## src/rtl/dssm_pkg.sv

```systemverilog
// ----------------------------------------------------------------------------
// dssm_pkg
// Shared types and constants for the two-stack shared memory block.
// ----------------------------------------------------------------------------
package dssm_pkg;

  localparam int unsigned WORD_W        = 32;
  localparam int unsigned DEPTH_DEFAULT = 64;

  localparam int unsigned CMD_W    = 2;
  localparam int unsigned STATUS_W = 2;

  localparam logic [CMD_W-1:0] CMD_PUSH = 2'd0;
  localparam logic [CMD_W-1:0] CMD_POP  = 2'd1;
  localparam logic [CMD_W-1:0] CMD_PEEK = 2'd2;

  localparam logic [STATUS_W-1:0] ST_OK    = 2'd0;
  localparam logic [STATUS_W-1:0] ST_FULL  = 2'd1;
  localparam logic [STATUS_W-1:0] ST_EMPTY = 2'd2;

  // Controller to datapath: take the request on the input ports this cycle.
  typedef struct packed {
    logic take;
  } dp_cmd_t;

endpackage

```

## src/rtl/dual_stack_shared_memory.sv

```systemverilog
// ----------------------------------------------------------------------------
// dual_stack_shared_memory
// Two stacks in one word memory: lower grows up from word 0, upper grows down.
// ----------------------------------------------------------------------------
// Result: a request's result is valid in the cycle after the request is accepted
//   and is held until taken.
// Handshake: the controller holds the result register until it is taken and
//   accepts no new request meanwhile.
// Reset: rst (synchronous, active high) empties both stacks; memory words are
//   not cleared, and only words that were written are returned as results.
// ----------------------------------------------------------------------------
module dual_stack_shared_memory #(
  parameter int unsigned DEPTH = dssm_pkg::DEPTH_DEFAULT
) (
  input  logic                               clk,
  input  logic                               rst,
  // request channel
  input  logic                               in_valid,
  output logic                               in_ready,
  input  logic [dssm_pkg::CMD_W-1:0]          cmd,
  input  logic                               which_stack,
  input  logic signed [dssm_pkg::WORD_W-1:0]  push_value,
  // result channel
  output logic                               out_valid,
  input  logic                               out_ready,
  output logic signed [dssm_pkg::WORD_W-1:0]  read_value,
  output logic [dssm_pkg::STATUS_W-1:0]       status,
  output logic                               lower_empty,
  output logic                               upper_empty,
  output logic                               memory_full
);

  // Command from the controller: take the request this cycle.
  dssm_pkg::dp_cmd_t dp_cmd;

  // Controller: alternate between waiting for a request and holding a result.
  dssm_ctrl u_ctrl (
    .clk       (clk),
    .rst       (rst),
    .in_valid  (in_valid),
    .in_ready  (in_ready),
    .out_valid (out_valid),
    .out_ready (out_ready),
    .dp_cmd    (dp_cmd)
  );

  // Datapath: update counts, access the shared memory, register the result.
  dssm_dp #(
    .DEPTH (DEPTH)
  ) u_dp (
    .clk         (clk),
    .rst         (rst),
    .dp_cmd      (dp_cmd),
    .cmd         (cmd),
    .which_stack (which_stack),
    .push_value  (push_value),
    .read_value  (read_value),
    .status      (status),
    .lower_empty (lower_empty),
    .upper_empty (upper_empty),
    .memory_full (memory_full)
  );

endmodule

```

## src/rtl/dssm_ctrl.sv

```systemverilog
// ----------------------------------------------------------------------------
// dssm_ctrl
// Handshake controller: accept one request, then present its result.
// ----------------------------------------------------------------------------
module dssm_ctrl (
  input  logic             clk,
  input  logic             rst,
  input  logic             in_valid,
  output logic             in_ready,
  output logic             out_valid,
  input  logic             out_ready,
  output dssm_pkg::dp_cmd_t dp_cmd
);

  typedef enum logic {
    S_IDLE,
    S_RESP
  } state_t;

  state_t state;

  always_ff @(posedge clk) begin
    if (rst) begin
      state <= S_IDLE;
    end else begin
      unique case (state)
        S_IDLE: begin
          if (in_valid) begin
            state <= S_RESP;
          end
        end
        S_RESP: begin
          if (out_ready) begin
            state <= S_IDLE;
          end
        end
        default: state <= S_IDLE;
      endcase
    end
  end

  assign in_ready    = (state == S_IDLE);
  assign out_valid   = (state == S_RESP);
  assign dp_cmd.take = in_valid && (state == S_IDLE);

endmodule

```

## src/rtl/dssm_dp.sv

```systemverilog
// ----------------------------------------------------------------------------
// dssm_dp
// Datapath: stack counts, shared word memory and result registers.
// ----------------------------------------------------------------------------
module dssm_dp #(
  parameter int unsigned DEPTH = dssm_pkg::DEPTH_DEFAULT
) (
  input  logic                                 clk,
  input  logic                                 rst,
  input  dssm_pkg::dp_cmd_t                     dp_cmd,
  input  logic [dssm_pkg::CMD_W-1:0]            cmd,
  input  logic                                 which_stack,
  input  logic signed [dssm_pkg::WORD_W-1:0]    push_value,
  output logic signed [dssm_pkg::WORD_W-1:0]    read_value,
  output logic [dssm_pkg::STATUS_W-1:0]         status,
  output logic                                 lower_empty,
  output logic                                 upper_empty,
  output logic                                 memory_full
);

  localparam int unsigned AW = (DEPTH > 1) ? $clog2(DEPTH) : 1;
  localparam int unsigned CW = $clog2(DEPTH + 1);

  localparam logic [CW-1:0] DEPTH_C   = CW'(DEPTH);
  localparam logic [CW-1:0] DEPTH_M1  = CW'(DEPTH - 1);
  localparam logic [CW-1:0] ONE_C     = CW'(1);

  logic [dssm_pkg::WORD_W-1:0] mem [DEPTH];

  logic [CW-1:0] lower_count;
  logic [CW-1:0] upper_count;
  logic [CW-1:0] lower_count_next;
  logic [CW-1:0] upper_count_next;

  logic [dssm_pkg::WORD_W-1:0] rd_q;
  logic                        res_from_mem;
  logic                        res_one;
  logic [dssm_pkg::STATUS_W-1:0] res_status;

  logic          is_push;
  logic          is_pop;
  logic          is_read;
  logic [CW:0]   count_sum;
  logic          full_now;
  logic [CW-1:0] sel_count;
  logic          sel_empty;
  logic          push_ok;
  logic          read_ok;
  logic [CW-1:0] wr_addr_w;
  logic [CW-1:0] rd_addr_w;
  logic [AW-1:0] wr_addr;
  logic [AW-1:0] rd_addr;

  always_comb begin
    is_push   = (cmd == dssm_pkg::CMD_PUSH);
    is_pop    = (cmd == dssm_pkg::CMD_POP);
    is_read   = is_pop || (cmd == dssm_pkg::CMD_PEEK);
    count_sum = {1'b0, lower_count} + {1'b0, upper_count};
    full_now  = (count_sum >= {1'b0, DEPTH_C});
    sel_count = which_stack ? upper_count : lower_count;
    sel_empty = (sel_count == '0);
    push_ok   = is_push && !full_now;
    read_ok   = is_read && !sel_empty;
    wr_addr_w = which_stack ? (DEPTH_M1 - upper_count) : lower_count;
    rd_addr_w = which_stack ? (DEPTH_C - upper_count) : (lower_count - ONE_C);
    wr_addr   = wr_addr_w[AW-1:0];
    rd_addr   = rd_addr_w[AW-1:0];

    lower_count_next = lower_count;
    upper_count_next = upper_count;
    if (push_ok) begin
      if (which_stack) begin
        upper_count_next = upper_count + ONE_C;
      end else begin
        lower_count_next = lower_count + ONE_C;
      end
    end else if (read_ok && is_pop) begin
      if (which_stack) begin
        upper_count_next = upper_count - ONE_C;
      end else begin
        lower_count_next = lower_count - ONE_C;
      end
    end
  end

  // Memory: one write port, one registered read port.
  always_ff @(posedge clk) begin
    if (dp_cmd.take && push_ok) begin
      mem[wr_addr] <= push_value;
    end
    if (dp_cmd.take) begin
      rd_q <= mem[rd_addr];
    end
  end

  always_ff @(posedge clk) begin
    if (rst) begin
      lower_count <= '0;
      upper_count <= '0;
    end else if (dp_cmd.take) begin
      lower_count <= lower_count_next;
      upper_count <= upper_count_next;
    end
  end

  always_ff @(posedge clk) begin
    if (dp_cmd.take) begin
      res_from_mem <= read_ok;
      res_one      <= is_read && sel_empty;
      if (is_push && full_now) begin
        res_status <= dssm_pkg::ST_FULL;
      end else if (is_read && sel_empty) begin
        res_status <= dssm_pkg::ST_EMPTY;
      end else begin
        res_status <= dssm_pkg::ST_OK;
      end
    end
  end

  assign read_value  = res_from_mem ? rd_q : {{(dssm_pkg::WORD_W-1){1'b0}}, res_one};
  assign status      = res_status;
  assign lower_empty = (lower_count == '0);
  assign upper_empty = (upper_count == '0);
  assign memory_full = full_now;

  a_no_overfill: assert property (@(posedge clk) disable iff (rst)
    count_sum <= {1'b0, DEPTH_C})
    else $error("stack counts exceed memory depth");

  a_full_push_holds: assert property (@(posedge clk) disable iff (rst)
    dp_cmd.take && is_push && full_now |=> $stable(lower_count) && $stable(upper_count))
    else $error("refused push changed a count");

  a_empty_pop_holds: assert property (@(posedge clk) disable iff (rst)
    dp_cmd.take && is_read && sel_empty |=> $stable(lower_count) && $stable(upper_count))
    else $error("pop on empty stack changed a count");

endmodule
```

## config.mk

```make
export PLATFORM = sky130hd
export DESIGN_NAME = dual_stack_shared_memory
export DESIGN_NICKNAME = d
export VERILOG_FILES = /design/src/rtl/dssm_pkg.sv /design/src/rtl/dual_stack_shared_memory.sv /design/src/rtl/dssm_ctrl.sv /design/src/rtl/dssm_dp.sv
export SDC_FILE = /design/constraint.sdc
export NUM_CORES = 2
export LEC_CHECK = 0
export ABC_CLOCK_PERIOD_IN_PS = 9400
export BUFFER_PORTS_ARGS = -buffer_cell sky130_fd_sc_hd__buf_2
export CORE_ASPECT_RATIO = 1.1
export CORE_UTILIZATION = 63
export DETAILED_ROUTE_END_ITERATION = 6
export PLACE_DENSITY = 0.75
export SLEW_MARGIN = 30
export SYNTH_ARGS = -nofsm -noshare
export SYNTH_HDL_FRONTEND = slang
export SYNTH_HIERARCHICAL = 1
export SYNTH_SLANG_ARGS = --single-unit
```

## constraint.sdc

```tcl
create_clock -name clk -period 9.4 [get_ports clk]
set_clock_uncertainty 0.05 [all_clocks]
set_input_delay 0.47 -clock clk [delete_from_list [all_inputs] [get_ports clk]]
set_output_delay 0.47 -clock clk [all_outputs]
set_load 0.01 [all_outputs]
```

## Word-level counts from Yosys, hierarchy flattened

Memory sizes are Yosys's and may differ from the RTL's. A register that Yosys moved wholly into a read port is not among the register bits.
Index checks and enable logic that the tools add are counted.
W data, S select, Z words.

- Register bits: 19
- RAM bits: 2048
- Input port bits: 39
- Output and inout port bits: 39
- Word-level logic and storage cells: 57
- Memories kept: 1

- Add/subtract/negate cells: 7
- Order comparisons: 1
- Equality and inequality tests: 6
- Mux-type cells: 18
- Bitwise logic cells: 1
- Reduce and logical (&&, ||, !) cells: 17

Memory list:

| name | depth | bits a word | rd ports | clocked after memory_dff | write ports | RTL line | RTL |
|---|---|---|---|---|---|---|---|
| u_dp.mem | 64 | 32 | 1 | 1 | 1 | dssm_dp.sv:28 | `logic [dssm_pkg::WORD_W-1:0] mem [DEPTH];` |

Operators by type and width:

| cell | number |
|---|---|
| $mux W7 | 9 |
| $mux W32 | 1 |
| $logic_not A7 Y1 | 3 |
| $add A7 B1 Y7 const B | 2 |
| $sub A7 B1 Y7 const B | 2 |
| $mux W6 | 2 |
| $add A7 B7 Y8 | 1 |
| $ge A8 B7 Y1 const B | 1 |
| $ne A2 B2 Y1 const B | 4 |
| $reduce_and A4 Y1 | 2 |
| $logic_and A1 B1 Y1 | 7 |
| $sub A1 B6 Y6 const A | 1 |
| $sub A6 B6 Y6 const A | 1 |
| $mux W1 | 4 |
| $eq A2 B1 Y1 const B | 1 |
| $eq A2 B2 Y1 const B | 1 |
| $logic_not A1 Y1 | 2 |
| $logic_not A2 Y1 | 1 |
| $mux W2 | 1 |
| $pmux W1 S2 | 1 |
| $reduce_bool A2 Y1 | 1 |
| $logic_or A1 B1 Y1 | 1 |
| $not A1 Y1 | 1 |

## Logic depth before layout (Yosys ltp)

- Depth in word-level cells: 7
- Mapped depth: 18
- Mapped depth without buffers: 16

## By module

The synthesis kept the hierarchy.

Modules (own cells, without submodules):

| module | times used | cells each | area an instance (sq um) | sequential area each (sq um) |
|---|---|---|---|---|
| dssm_dp | 1 | 6303 | 84273.3 | 62860.3 |
| dssm_ctrl | 1 | 5 | 46.3 | 20.0 |

## Worst setup path before layout

No wires, ideal clock.

- Kind: input to register
- From: input port in_valid
- To: memory u_dp/mem[14][0] in the netlist's numbering (enable)
- Library setup time: 0.421 ns
- Arrival time: 4.235 ns
- Required time: 8.929 ns
- Setup slack: 4.694 ns
- Stages: 4
- Path buffers: 0
- Cells stage by stage: nor2b_1 > and3_1 > nand2_1 > nor2_1

- Longest elaborated chain between the ends: 4

Ends and longest elaborated chain:

| item | RTL line | RTL |
|---|---|---|
| start: declaration | dual_stack_shared_memory.sv:18 | `input logic in_valid,` |
| $logic_and A1 B1 Y1 | dssm_ctrl.sv:44 | `assign dp_cmd.take = in_valid && (state == S_IDLE);` |
| $logic_and A1 B1 Y1 | dssm_dp.sv:88 | `if (dp_cmd.take && push_ok) begin` |
| $mux W1 | dssm_dp.sv:88 |  |
| $mux W1 (implied by the code) | dssm_dp.sv:89 | `mem[wr_addr] <= push_value;` |
| end: declaration | dssm_dp.sv:28 |  |

Every way passes these cells.

## Worst setup path in the final report

- From: register u_dp.upper_count[0]
- To: register u_dp/rd_q[30] in the netlist's numbering (read register of u_dp.mem) (data pin)

- Longest elaborated chain between the ends: 2

Ends and longest elaborated chain:

| item | RTL line | RTL |
|---|---|---|
| start: declaration | dssm_dp.sv:31 | `logic [CW-1:0] upper_count;` |
| start signal: assignment | dssm_dp.sv:102 | `upper_count <= upper_count_next;` |
| $sub A1 B6 Y6 | dssm_dp.sv:65 | `rd_addr_w = which_stack ? (DEPTH_C - upper_count) : (lower_count - ONE_C);` |
| $mux W6 | dssm_dp.sv:65 |  |
| end: declaration | dssm_dp.sv:35 | `logic [dssm_pkg::WORD_W-1:0] rd_q;` |

Every way passes these cells.
A chain may end at the register's enable or synchronous reset.

==> reports/qor.txt <==
Status - complete, but fails checks
Failing checks - DRC
Final Critical Period - 6.04 ns
FILL cells - 8,504
GRT Overall Usage - 0.390
WHS - 0.0746 ns
IO Count - 78
Vias - 58,900
Multi-input combinational cell area - 20,200 um2
RSZ-0062 raised after global routing - no
Synth area leaders - edfxtp_1, o21ai_0, nand2_1
Initial antenna violation count - 18
Layout cells sized above 1 - 0.0920
H-tree depth - 4
DRC viols - 12
PD cells - 222 nW/um2
Routed vias/inst - 7.16
Final HPWL DP - 134 mm
GP Congestion - 0.885
Period utilization - 0.642
Final Max Slew Viols - 0
Number of global-route vias before repair - 55,600
Most common cell after layout, fill and taps aside - edfxtp_1
Syn Nets - 6,366
Die H - 386 um
Core area - 133,000 um2
Gate Count Post-Synth - 6,308
CTS Buf Count - 193
Synth top area share - 0.742
Iter 0 DRT Violations - 9,619
Post-synth top flop - edfxtp_1
Setup crit end kind - flip-flop
Growth of design area from synthesis to finish - 10.8%
Longest Clk Path Bufs - 3
Die ar. - 135,000 um2
Yosys warns - 6
Clock Root Buffer - clkbuf_16
Initial DRT Pass Iterations - 7
Post-synth top area cell - edfxtp_1
Critical path type - flip-flop to flip-flop
Async S/R FF share, synth - 0
Storage cell area - 62,900 um2
Die W - 351 um
Hold Crit Class - primary input to flip-flop
Peak VDD IR - 0.200 mV
Congestion Overflow GR - 0
Syn Area/Cell - 13.4 um2
Final hold viol count - 0
Post-Route WL - 263 mm
Initial Utilization - 0.636
Mapped Area - 84,300 um2
Buffers added on ports - 77
CP Data Required Time - 9.95 ns
Fmax - 166 MHz
Drt wl/cell - 31.9 um
Flop and latch count out of synthesis - 2,099
Maxcap violations - 0
Post-synthesis sequential area ratio - 0.746
Clk Latency, worst-skew pair - 0.83 ns
Clock sink count - 2,099
CTS tree - yes
Max FO, Critical Path - 103
Type of origin of the critical path - flip-flop
Unique masters post-synth - 76
Clock Pin Slew Worst Setup and Hold Paths - 0.06 ns
Final antenna-violating net count - 0
Fin nets - 6,342
Most frequent cells in the layout - edfxtp_1, o21ai_0, nand2_1, a21oi_1, clkbuf_16
EDFF count, synth - 2,084
Setup TNS Final - 0 ns
First-pass GRT wire length - 375 mm
Worst Max-Slew Pin Slew - 1.12 ns
Largest net degree at the start of global routing - 158
Slew headroom - 0.255
Pleak - 0.0297 uW
Setup Viol. Count Final - 0
# rows - 140
Data arrival time at the worst-slack endpoint - 6.59 ns
==> path summary, 6_finish.rpt <==
check,slack (ns),start,endpoint,depth (start not counted)
worst max register to register,3.36,u_dp/upper_count[0],u_dp/rd_q[30],12
worst min-delay path,0.07,push_value[4],u_dp/mem[56][4],1
worst max-delay path,3.36,u_dp/upper_count[0],u_dp/rd_q[30],12
worst min register to register,0.55,u_dp/lower_count[6],u_dp/lower_count[6],2
==> registers in the layout (all words and copies together) (netlist names) <==
signal / flops
u_dp/res_one: 1
u_ctrl/out_valid: 1
u_dp/status: 2
u_dp/upper_count: 7
u_dp/mem: 2048
u_dp/rd_q: 32
u_dp/res_from_mem: 1
u_dp/lower_count: 7
==> worst max-delay path, stage by stage, from the launching register on <==
cell	delay (ns)
dfxtp_1	0.73
clkinv_1	0.51
ha_1	0.77
nor2_1	0.13
a22oi_2	0.35
buf_12	0.49
buf_4	0.76
o21ai_0	0.25
o21ai_0	0.23
o22ai_1	0.11
o21ai_0	0.62
o22ai_1	0.28
nor3_1	0.40
==> through the flow <==
stage	setup slack, ns	power [uW]	cell area [um2]	cells	util
finish	3.36	20700	93500	8225	0.705
detailed placement	3.74	13000	87200	7861	0.658
floorplan	4.69	11900	84300	6308	-
global route	3.22	21200	93400	8212	0.705
CTS	3.70	20600	93400	8208	0.704
global placement	3.90	13000	87100	7859	0.657
==> power by group <==
part | total [uW] | internal (uW) | leakage, uW | switching (uW)
Combinational | 2560 | 628 | 0.00782 | 1940
Clock | 7760 | 4380 | 0.00300 | 3380
Sequential | 10400 | 10400 | 0.0189 | 67.5
==> routing by layer <==
metal	track usage	share of wire	up-vias
li1	-	-	24100
met5	0	0.00067	-
met3	0.104	0.15	1066
met2	0.587	0.45	5216
met4	0.214	0.064	18
met1	0.521	0.34	28500
==> cell type report <==
type | count | area share
clock inverters | 109 | 0.0117
well taps | 1775 | 0.0238
inverters | 35 | 0.00143
repair buffers | 224 | 0.0192
clock buffers | 236 | 0.0543
diodes | 16 | 0.000428
flip-flops and latches | 2099 | 0.673
multi-input cells | 3731 | 0.216
==> cells by family (layout without fill, tap and decap cells) <==
| group | after synthesis | after routing | synth area share |
|---|---|---|---|
| AOI/OAI and AO/OA | 2258 | 2258 | 0.154 |
| xor gates and xnor gates | 22 | 22 | 0.00229 |
| adders and majority gates | 19 | 19 | 0.00300 |
| buffers and inverters | 478 | 604 | 0.0224 |
| DFF | 2099 | 2099 | 0.746 |
| muxes | 21 | 21 | 0.00260 |
| other | 0 | 16 | 0 |
| and+or+nand+nor | 1411 | 1411 | 0.0703 |
==> cells in the mapped netlist (7+ instances only) <==
cell,instances
a211oi_1,24
a21o_1,7
a21oi_1,353
a221oi_1,24
a22oi_1,107
a2bb2oi_1,9
a31oi_1,46
a32oi_1,7
and2_1,35
buf_1,33
buf_2,62
clkbuf_1,344
dfxtp_1,15
edfxtp_1,2084
ha_1,17
inv_1,33
mux2_2,7
mux2i_1,14
nand2_1,888
nand2b_1,65
nand3_1,33
nand4_1,37
nor2_1,244
nor3_1,48
o2111ai_1,33
o211ai_1,51
o21a_1,20
o21ai_0,1285
o21ba_2,7
o221ai_1,85
o22ai_1,125
o31ai_1,8
o32ai_1,7
o41ai_1,12
or3_1,27
xnor2_1,13
xor2_1,9
==> what timing repair did <==
action / CTS / global route
hold endpoints to repair: 15 / 0
hold buffers: 2 / 0
endpoints found under the setup margin: 0 / 0
buffers inserted: 0 / 0
resized for setup: 0 / 0
(Power assumes the default switching activity.)
